### config.mk
export PLATFORM = sky130hd
export DESIGN_NAME = midi_track_event_parser
export DESIGN_NICKNAME = d
export VERILOG_FILES = /design/src/rtl/mtep_pkg.sv /design/src/rtl/mtep_in_stage.sv /design/src/rtl/mtep_core.sv /design/src/rtl/mtep_out_stage.sv /design/src/rtl/midi_track_event_parser.sv
export SDC_FILE = /design/constraint.sdc
export NUM_CORES = 1
export LEC_CHECK = 0
export BUFFER_PORTS_ARGS = -buffer_cell sky130_fd_sc_hd__buf_4
export CELL_PAD_IN_SITES_DETAIL_PLACEMENT = 1
export CELL_PAD_IN_SITES_GLOBAL_PLACEMENT = 2
export CORE_MARGIN = 10
export CORE_UTILIZATION = 38
export CTS_CLUSTER_DIAMETER = 50
export CTS_CLUSTER_SIZE = 8
export DETAILED_ROUTE_END_ITERATION = 10
export GPL_ROUTABILITY_DRIVEN = 0
export HOLD_SLACK_MARGIN = 0.03
export PLACE_DENSITY_LB_ADDON = 0.15
export SLEW_MARGIN = 20
export SYNTH_ARGS = -nofsm -noshare
export SYNTH_HDL_FRONTEND = slang
export SYNTH_SLANG_ARGS = --single-unit
### constraint.sdc
create_clock -name clk -period 9.05 [get_ports clk]
set_input_delay 0.4525 -clock clk [delete_from_list [all_inputs] [get_ports clk]]
set_output_delay 0.4525 -clock clk [all_outputs]
set_load 0.01 [all_outputs]
### src/rtl/mtep_pkg.sv
// Package for the track event parser: word types, event kind codes and
// byte constants. No dependencies; every other file of the block imports it.
`timescale 1ns / 1ps
`default_nettype none

package mtep_pkg;

  // Field widths fixed by the word formats
  localparam int unsigned DATA_W      = 8;
  localparam int unsigned DELTA_OUT_W = 28;
  localparam int unsigned LEN_W       = 28;
  localparam int unsigned TEMPO_W     = 24;
  localparam int unsigned DELTA_BITS_DEF = 28;

  // Byte codes of the track format
  localparam logic [7:0] STATUS_FIRST = 8'h80;
  localparam logic [7:0] STATUS_LAST  = 8'hEF;
  localparam logic [7:0] SYSEX_START  = 8'hF0;
  localparam logic [7:0] SYSEX_ESCAPE = 8'hF7;
  localparam logic [7:0] META_PREFIX  = 8'hFF;
  localparam logic [7:0] META_EOT     = 8'h2F;
  localparam logic [7:0] META_TEMPO   = 8'h51;

  // High nibble of channel messages
  localparam logic [3:0] NIB_NOTE_OFF = 4'h8;
  localparam logic [3:0] NIB_NOTE_ON  = 4'h9;
  localparam logic [3:0] NIB_PROGRAM  = 4'hC;
  localparam logic [3:0] NIB_PRESSURE = 4'hD;

  typedef enum logic [2:0] {
    KIND_NOTE_OFF = 3'd0,
    KIND_NOTE_ON  = 3'd1,
    KIND_CHANNEL  = 3'd2,
    KIND_TEMPO    = 3'd3,
    KIND_END      = 3'd4,
    KIND_SKIPPED  = 3'd5
  } kind_t;

  typedef struct packed {
    logic [7:0] data_byte;
    logic       track_start;
  } in_word_t;

  typedef struct packed {
    kind_t       event_kind;
    logic [27:0] delta_ticks;
    logic [6:0]  note_key;
    logic [6:0]  note_velocity;
    logic [3:0]  channel;
    logic [23:0] tempo_us;
  } out_word_t;

  // Result handed from the parser core to the result register
  typedef struct packed {
    logic      valid;
    out_word_t word;
  } result_t;

endpackage

`default_nettype wire

### src/rtl/mtep_in_stage.sv
// Input register of the track event parser: holds one byte word until the
// parser core takes it. Depends on mtep_pkg.
`timescale 1ns / 1ps
`default_nettype none

module mtep_in_stage (
  input  logic              clk,
  input  logic              rst_n,
  input  logic              in_valid,
  output logic              in_stall,
  input  mtep_pkg::in_word_t in_data,
  input  logic              slot_free,
  output logic              fire,
  output mtep_pkg::in_word_t word_q
);
  import mtep_pkg::*;

  logic     valid_r;
  logic     valid_nxt;
  in_word_t word_r;

  // Core consumes the held word whenever the result side has room
  assign fire     = valid_r && slot_free;
  assign in_stall = valid_r && !slot_free;
  assign word_q   = word_r;

  always_comb begin
    valid_nxt = valid_r;
    if (in_valid && !in_stall) begin
      valid_nxt = 1'b1;
    end else if (fire) begin
      valid_nxt = 1'b0;
    end
  end

  always_ff @(posedge clk) begin
    if (!rst_n) begin
      valid_r <= 1'b0;
    end else begin
      valid_r <= valid_nxt;
    end
  end

  // Capture a new word on acceptance
  always_ff @(posedge clk) begin
    if (in_valid && !in_stall) begin
      word_r <= in_data;
    end
  end

endmodule

`default_nettype wire

### src/rtl/mtep_core.sv
// Parser core: delta decode, running status, meta and sysex skipping, and
// the per-track state registers. Depends on mtep_pkg.
`timescale 1ns / 1ps
`default_nettype none

module mtep_core #(
  parameter int unsigned DELTA_BITS = mtep_pkg::DELTA_BITS_DEF
) (
  input  logic               clk,
  input  logic               rst_n,
  input  logic               fire,
  input  mtep_pkg::in_word_t word_q,
  output mtep_pkg::result_t  result
);
  import mtep_pkg::*;

  typedef enum logic [6:0] {
    PH_DELTA  = 7'b0000001,
    PH_STATUS = 7'b0000010,
    PH_DATA1  = 7'b0000100,
    PH_DATA2  = 7'b0001000,
    PH_MTYPE  = 7'b0010000,
    PH_LEN    = 7'b0100000,
    PH_SKIP   = 7'b1000000
  } phase_t;

  phase_t                  phase_r, phase_nxt, phase_cur;
  logic [7:0]              rs_r, rs_nxt, rs_cur;
  logic [DELTA_BITS-1:0]   delta_r, delta_nxt, delta_cur;
  logic [6:0]              first_r, first_nxt, first_cur;
  logic [7:0]              meta_r, meta_nxt, meta_cur;
  logic [LEN_W-1:0]        left_r, left_nxt, left_cur;
  logic [TEMPO_W-1:0]      tempo_r, tempo_nxt, tempo_cur;
  logic                    seen_r, seen_nxt;
  logic                    ended_r, ended_nxt, ended_cur;
  logic [DELTA_BITS+DELTA_OUT_W-1:0] delta_wide;
  logic [7:0]              b;
  logic                    emit;
  logic                    data_in;
  logic                    chan_done;
  logic                    meta_done;
  logic [6:0]              second;
  out_word_t               res_word;

  assign b = word_q.data_byte;

  // Clear the track state first when the word opens a new track
  always_comb begin
    if (word_q.track_start) begin
      phase_cur = PH_DELTA;
      rs_cur    = '0;
      delta_cur = '0;
      first_cur = '0;
      meta_cur  = '0;
      left_cur  = '0;
      tempo_cur = '0;
      ended_cur = 1'b0;
    end else begin
      phase_cur = phase_r;
      rs_cur    = rs_r;
      delta_cur = delta_r;
      first_cur = first_r;
      meta_cur  = meta_r;
      left_cur  = left_r;
      tempo_cur = tempo_r;
      ended_cur = ended_r;
    end
  end

  assign delta_wide = {{DELTA_OUT_W{1'b0}}, delta_cur};

  // Decode one byte against the current phase
  always_comb begin
    phase_nxt = phase_cur;
    rs_nxt    = rs_cur;
    delta_nxt = delta_cur;
    first_nxt = first_cur;
    meta_nxt  = meta_cur;
    left_nxt  = left_cur;
    tempo_nxt = tempo_cur;
    seen_nxt  = seen_r;
    ended_nxt = ended_cur;
    emit      = 1'b0;
    data_in   = 1'b0;
    chan_done = 1'b0;
    meta_done = 1'b0;
    second    = '0;
    res_word  = '0;

    if (!ended_cur) begin
      case (phase_cur)
        PH_STATUS: begin
          if (!b[7]) begin
            if (rs_cur inside {[STATUS_FIRST:STATUS_LAST]}) begin
              data_in = 1'b1;
            end else begin
              phase_nxt = PH_DELTA;
              delta_nxt = '0;
            end
          end else if (b < SYSEX_START) begin
            rs_nxt    = b;
            phase_nxt = PH_DATA1;
          end else if (b == META_PREFIX) begin
            rs_nxt    = '0;
            phase_nxt = PH_MTYPE;
          end else if (b == SYSEX_START || b == SYSEX_ESCAPE) begin
            rs_nxt    = '0;
            meta_nxt  = '0;
            left_nxt  = '0;
            tempo_nxt = '0;
            phase_nxt = PH_LEN;
          end else begin
            // Undefined system status: drop and wait for a new delta
            phase_nxt = PH_DELTA;
            delta_nxt = '0;
          end
        end
        PH_DATA1: begin
          data_in = 1'b1;
        end
        PH_DATA2: begin
          chan_done = 1'b1;
          second    = b[6:0];
        end
        PH_MTYPE: begin
          meta_nxt  = b;
          left_nxt  = '0;
          tempo_nxt = '0;
          phase_nxt = PH_LEN;
        end
        PH_LEN: begin
          left_nxt = {left_cur[LEN_W-8:0], b[6:0]};
          if (!b[7]) begin
            if (left_nxt == '0) begin
              meta_done = 1'b1;
            end else begin
              phase_nxt = PH_SKIP;
            end
          end
        end
        PH_SKIP: begin
          tempo_nxt = {tempo_cur[TEMPO_W-9:0], b};
          left_nxt  = left_cur - LEN_W'(1);
          if (left_nxt == '0) begin
            meta_done = 1'b1;
          end
        end
        default: begin
          // Shift in one delta digit; continuation bit keeps the phase
          delta_nxt = {delta_cur[DELTA_BITS-8:0], b[6:0]};
          phase_nxt = b[7] ? PH_DELTA : PH_STATUS;
        end
      endcase

      // First data byte of a channel message
      if (data_in) begin
        first_nxt = b[6:0];
        if (rs_cur[7:4] inside {NIB_PROGRAM, NIB_PRESSURE}) begin
          chan_done = 1'b1;
        end else begin
          phase_nxt = PH_DATA2;
        end
      end

      // Channel message complete
      if (chan_done) begin
        emit             = 1'b1;
        res_word.channel = rs_cur[3:0];
        case (rs_cur[7:4])
          NIB_NOTE_OFF: begin
            res_word.event_kind    = KIND_NOTE_OFF;
            res_word.note_key      = first_nxt;
            res_word.note_velocity = second;
          end
          NIB_NOTE_ON: begin
            res_word.event_kind    = (second == '0) ? KIND_NOTE_OFF : KIND_NOTE_ON;
            res_word.note_key      = first_nxt;
            res_word.note_velocity = second;
          end
          default: begin
            res_word.event_kind = KIND_CHANNEL;
          end
        endcase
      end

      // Meta or sysex payload fully skipped
      if (meta_done) begin
        emit = 1'b1;
        if (meta_cur == META_EOT) begin
          ended_nxt           = 1'b1;
          res_word.event_kind = KIND_END;
        end else if (meta_cur == META_TEMPO && !seen_r && tempo_nxt != '0) begin
          seen_nxt            = 1'b1;
          res_word.event_kind = KIND_TEMPO;
          res_word.tempo_us   = tempo_nxt;
        end else begin
          res_word.event_kind = KIND_SKIPPED;
        end
      end

      // Close the event: report its delta and start a new one
      if (emit) begin
        res_word.delta_ticks = delta_wide[DELTA_OUT_W-1:0];
        phase_nxt            = PH_DELTA;
        delta_nxt            = '0;
      end
    end
  end

  assign result.valid = fire && emit;
  assign result.word  = res_word;

  always_ff @(posedge clk) begin
    if (!rst_n) begin
      phase_r <= PH_DELTA;
      rs_r    <= '0;
      delta_r <= '0;
      first_r <= '0;
      meta_r  <= '0;
      left_r  <= '0;
      tempo_r <= '0;
      seen_r  <= 1'b0;
      ended_r <= 1'b0;
    end else if (fire) begin
      phase_r <= phase_nxt;
      rs_r    <= rs_nxt;
      delta_r <= delta_nxt;
      first_r <= first_nxt;
      meta_r  <= meta_nxt;
      left_r  <= left_nxt;
      tempo_r <= tempo_nxt;
      seen_r  <= seen_nxt;
      ended_r <= ended_nxt;
    end
  end

endmodule

`default_nettype wire

### src/rtl/mtep_out_stage.sv
// Result register of the track event parser: holds one event word while
// the output is stalled. Depends on mtep_pkg.
`timescale 1ns / 1ps
`default_nettype none

module mtep_out_stage (
  input  logic                clk,
  input  logic                rst_n,
  input  mtep_pkg::result_t   result,
  output logic                slot_free,
  output logic                out_valid,
  input  logic                out_stall,
  output mtep_pkg::out_word_t out_data
);
  import mtep_pkg::*;

  logic      valid_r;
  logic      valid_nxt;
  out_word_t word_r;

  // Room for a new word when empty or when the held word leaves now
  assign slot_free = !valid_r || !out_stall;
  assign out_valid = valid_r;
  assign out_data  = word_r;

  assign valid_nxt = result.valid || (valid_r && out_stall);

  always_ff @(posedge clk) begin
    if (!rst_n) begin
      valid_r <= 1'b0;
    end else begin
      valid_r <= valid_nxt;
    end
  end

  // Load a fresh result; core only offers one when the slot is free
  always_ff @(posedge clk) begin
    if (result.valid) begin
      word_r <= result.word;
    end
  end

endmodule

`default_nettype wire

### src/rtl/midi_track_event_parser.sv
// Top level of the track event parser: input register, parser core and
// result register. Depends on mtep_pkg, mtep_in_stage, mtep_core, mtep_out_stage.
//
// Takes track chunk data one byte word per cycle while the output is not
// stalled and returns one event word for each completed event. A byte is held
// in the input register and decoded from there straight into the result
// register, so a new byte can be accepted every cycle while the output is
// not stalled. Bytes that finish no event produce no word. in_stall rises
// only when a byte is waiting and the result register is full and stalled.
// No clearing pass follows reset.
`timescale 1ns / 1ps
`default_nettype none

module midi_track_event_parser #(
  parameter int unsigned DELTA_BITS = mtep_pkg::DELTA_BITS_DEF
) (
  input  logic                clk,
  input  logic                rst_n,
  input  logic                in_valid,
  output logic                in_stall,
  input  mtep_pkg::in_word_t  in_data,
  output logic                out_valid,
  input  logic                out_stall,
  output mtep_pkg::out_word_t out_data
);
  import mtep_pkg::*;

  logic     slot_free;
  logic     fire;
  in_word_t word_q;
  result_t  result;

  mtep_in_stage u_in (
    .clk       (clk),
    .rst_n     (rst_n),
    .in_valid  (in_valid),
    .in_stall  (in_stall),
    .in_data   (in_data),
    .slot_free (slot_free),
    .fire      (fire),
    .word_q    (word_q)
  );

  mtep_core #(
    .DELTA_BITS (DELTA_BITS)
  ) u_core (
    .clk    (clk),
    .rst_n  (rst_n),
    .fire   (fire),
    .word_q (word_q),
    .result (result)
  );

  mtep_out_stage u_out (
    .clk       (clk),
    .rst_n     (rst_n),
    .result    (result),
    .slot_free (slot_free),
    .out_valid (out_valid),
    .out_stall (out_stall),
    .out_data  (out_data)
  );

endmodule

`default_nettype wire

==> flow_metrics.env <==
export IMPL_cp_arrival_ns=5.85
export IMPL_drt_wl_total_mm=32.1
export IMPL_outcome="finished, final reports clean"
export IMPL_fin_setup_tns_ns=0
export IMPL_required_ns=9.12
export IMPL_synth_edf_count=82
export IMPL_grt_overflow_total=0
export IMPL_avgViaCountPerCell=5.99
export IMPL_cts_buffers=17
export IMPL_r2r_start="u_in.word_q[0]"
export IMPL_synthArstFlopShare_pct=0
export IMPL_grt_pass1_wl_mm=51.0
export IMPL_rrSetupSlack_ns=3.27
export IMPL_fillers=2978
export IMPL_reg2reg_to="u_out.out_data[1]"
export IMPL_ys_top_cells_by_area="edfxtp_1 (25%), dfxtp_1 (23%), a22oi_1 (8.1%)"
export IMPL_post_cts_buffers=0
export IMPL_yosysTopAreaCell="edfxtp_1"
export IMPL_area_growth_synth_to_final_pct=14.8
export IMPL_tightest_slew_ns=1.05
export IMPL_ys_seq_elements=196
export IMPL_path_buf_inv=3
export IMPL_drv_slew=0
export IMPL_hold_path_class="input pin to register"
export IMPL_syn_inst=1061
export IMPL_slowest_stage="buf_4"
export IMPL_max_cap_violations=0
export IMPL_ys_seq_area_share_pct=47.3
export IMPL_synthFlopType="dfxtp_1"
export IMPL_fin_skew_ns=0.0206
export IMPL_cts_tree="built"
export IMPL_h_tree_depth=4
export IMPL_grt_max_degree=87
export IMPL_fmax_ghz=0.173
export IMPL_multi_input_area_sq_mm=0.00491
export IMPL_cts_root_buf="clkbuf_16"
export IMPL_rows=59
export IMPL_yosysUniqueCellTypes=74
export IMPL_track_usage_pct=18.9
export IMPL_postLayoutCellArea_sq_mm=0.0115
export IMPL_cts_buffer_depth=2
export IMPL_hold_viol_final=0
export IMPL_finalSetupViolCount=0
export IMPL_end_kind="register"
export IMPL_slew_limit_headroom_pct=30.1
export IMPL_min_from="in_data[0]"
export IMPL_power_total_w=0.00183
export IMPL_grt_setup_unrepaired="no"
export IMPL_finalCritPeriodShare_pct=63.9
export IMPL_grt_pass1_vias=8547
export IMPL_clk_latency_ns=0.46
export IMPL_power_leakage_nw=4.00
export IMPL_seqCellArea_sq_mm=0.00474
export IMPL_dieArea_sq_mm=0.0333
export IMPL_slowest_delay_ns=0.75
export IMPL_clkSlewWorstSetupHoldPaths_ns=0.08
export IMPL_antenna_found_initial=0
export IMPL_core_area_sq_mm=0.0261
export IMPL_placed_area_sq_mm=0.0109
export IMPL_cp_start_kind="register"
export IMPL_num_vias=8547
export IMPL_postRouteAntennaNets=0
export IMPL_min_path_cells=1
export IMPL_hold_buffers=0
export IMPL_ios=88
export IMPL_synth_avg_cell_area_sq_um=9.46
export IMPL_cts_resized=0
export IMPL_power_density_mw_per_mm2=159
export IMPL_path_class="register to register"
export IMPL_wire_per_inst_um=22.5
export IMPL_r2r_worst_path_cells=12
export IMPL_dp_hpwl_mm=21.1
export IMPL_initial_core_util_pct=38.5
export IMPL_cp_top_family="simple AND/OR/NAND/NOR gates"
export IMPL_critPathMaxFanout=73
export IMPL_cpMostUsedCell="buf_4"
export IMPL_portBuffers=87
export IMPL_cts_num_sinks=196
export IMPL_die_w_um=183
export IMPL_antenna_cells=0
export IMPL_fin_nets=1095
export IMPL_drc=0
export IMPL_ys_warn_count=0
export IMPL_drt_initial_drc_count=665
export IMPL_layout_drive_gt1_share_pct=16.8
export IMPL_syn_nets=1076
export IMPL_drt_pass1_iterations=5
export IMPL_path_cells="buf_4 > inv_1 > nand2_1 > ha_1 > or4b_1 > or3_1 > nor4_2 > a2111oi_4 > nor3b_1 > nand4_1 > a21oi_4 > buf_4"
export IMPL_utilization_pct=44.2
export IMPL_fin_crit_ns=5.78
export IMPL_syn_cell_area_sq_mm=0.0100
export IMPL_min_to="u_in.word_q[0]"
export IMPL_ir_drop_mv=0.0874
export IMPL_dieHeight_um=183
export IMPL_synth_top_cell_area_share_pct=24.5
[cell usage after synthesis (12+ instances only)]
cell type and n:
a21oi_1 50, o21ai_0 28, dfxtp_1 114, nor4_1 20, nor4_2 19, a22oi_1 108
nor2_1 59, nand3_1 44, or3_1 12, nor3_1 21, and2_1 17, and3_1 21
a21boi_0 28, o21ai_1 30, clkbuf_1 86, nor2b_1 67, edfxtp_1 82, nand2_1 65
[logic make-up after synthesis]
group	count (synthesis)	synth area share [%]
flops	196	47.3
simple gates	411	24.2
xor+xnor	13	1.13
buf+inv	111	4.39
compound gates	324	22.3
mux	4	0.411
fa+ha+maj	2	0.249
[flip-flops by register name (all words and copies together), names as in the netlist]
register / count
u_out.out_data: 73
u_core.delta_r: 28
u_core.left_r: 28
u_core.tempo_r: 24
u_in.word_q: 9
u_core.meta_r: 8
u_core.rs_r: 8
u_core.first_r: 7
u_core.phase_r: 7
u_core.ended_r: 1
u_core.seen_r: 1
u_in.valid_r: 1
u_out.out_valid: 1
[layout by cell type (no fill, tap or decap), types with 28 or more instances in the layout]
| cell type | n |
|---|---|
| nand3_1 | 44 |
| a22oi_1 | 108 |
| edfxtp_1 | 82 |
| a21oi_1 | 48 |
| nor2b_1 | 66 |
| a21boi_0 | 28 |
| buf_4 | 101 |
| o21ai_0 | 28 |
| nand2_1 | 64 |
| o21ai_1 | 29 |
| nor2_1 | 57 |
| dfxtp_1 | 114 |
[layout make-up]
| class | instances | area share, % |
|---|---|---|
| repair buffers | 101 | 6.58 |
| multi-input cells | 754 | 42.6 |
| clock buffers | 17 | 3.69 |
| flip-flops and latches | 196 | 41.2 |
| well taps | 335 | 3.64 |
| inverters | 10 | 0.326 |
| clock inverters | 15 | 2.01 |
[metal layers]
| metal | track usage, % | up-vias | share of wire (%) |
|---|---|---|---|
| met2 | 29.6 | 194 | 47 |
| met4 | 5.14 | 0 | 1.4 |
| met3 | 3.22 | 33 | 4.6 |
| li1 | - | 4019 | - |
| met5 | 0 | - | 0 |
| met1 | 26.2 | 4301 | 47 |
[worst register-to-register path, stage by stage, from the launching register on]
cell and delay, ns:
edfxtp_1 0.33, buf_4 0.43, inv_1 0.40, nand2_1 0.25
ha_1 0.49, or4b_1 0.67, or3_1 0.49, nor4_2 0.39
a2111oi_4 0.11, nor3b_1 0.50, nand4_1 0.30, a21oi_4 0.21
buf_4 0.75
[how the worst max path moves through the flow]
| stage | slack, ns | depth (start not counted) | from | endpoint |
|---|---|---|---|---|
| global route | 2.84 | 12 | u_in.word_q[0] | u_out.out_data[1] |
| CTS | 3.28 | 12 | u_in.word_q[0] | u_out.out_data[26] |
| detailed placement | 3.31 | 12 | u_in.word_q[0] | u_out.out_data[39] |
| global placement | 3.52 | 12 | u_in.word_q[0] | u_out.out_data[0] |
| finish | 3.27 | 12 | u_in.word_q[0] | u_out.out_data[1] |
| floorplan | 1.42 | 16 | u_in.word_q[0] | u_out.out_data[0] |
[through the flow]
stage	std cells	hold slack (ns)	setup WS, ns
2_1_floorplan	1061	0.441	1.42
3_3_place_gp	1396	0.462	3.52
3_5_place_dp	1396	0.475	3.31
4_1_cts	1428	0.164	3.28
5_1_grt	1428	0.164	2.84
6_report	1428	0.178	3.27
[power breakdown]
part           internal, W  leakage [nW]  switching [W]
combinational    0.0000170          1.83      0.0000359
sequential        0.000918          1.85      0.0000155
clock             0.000417         0.317       0.000425
total              0.00135          4.00       0.000477
Note: power is estimated with default switching activity, not from simulation.
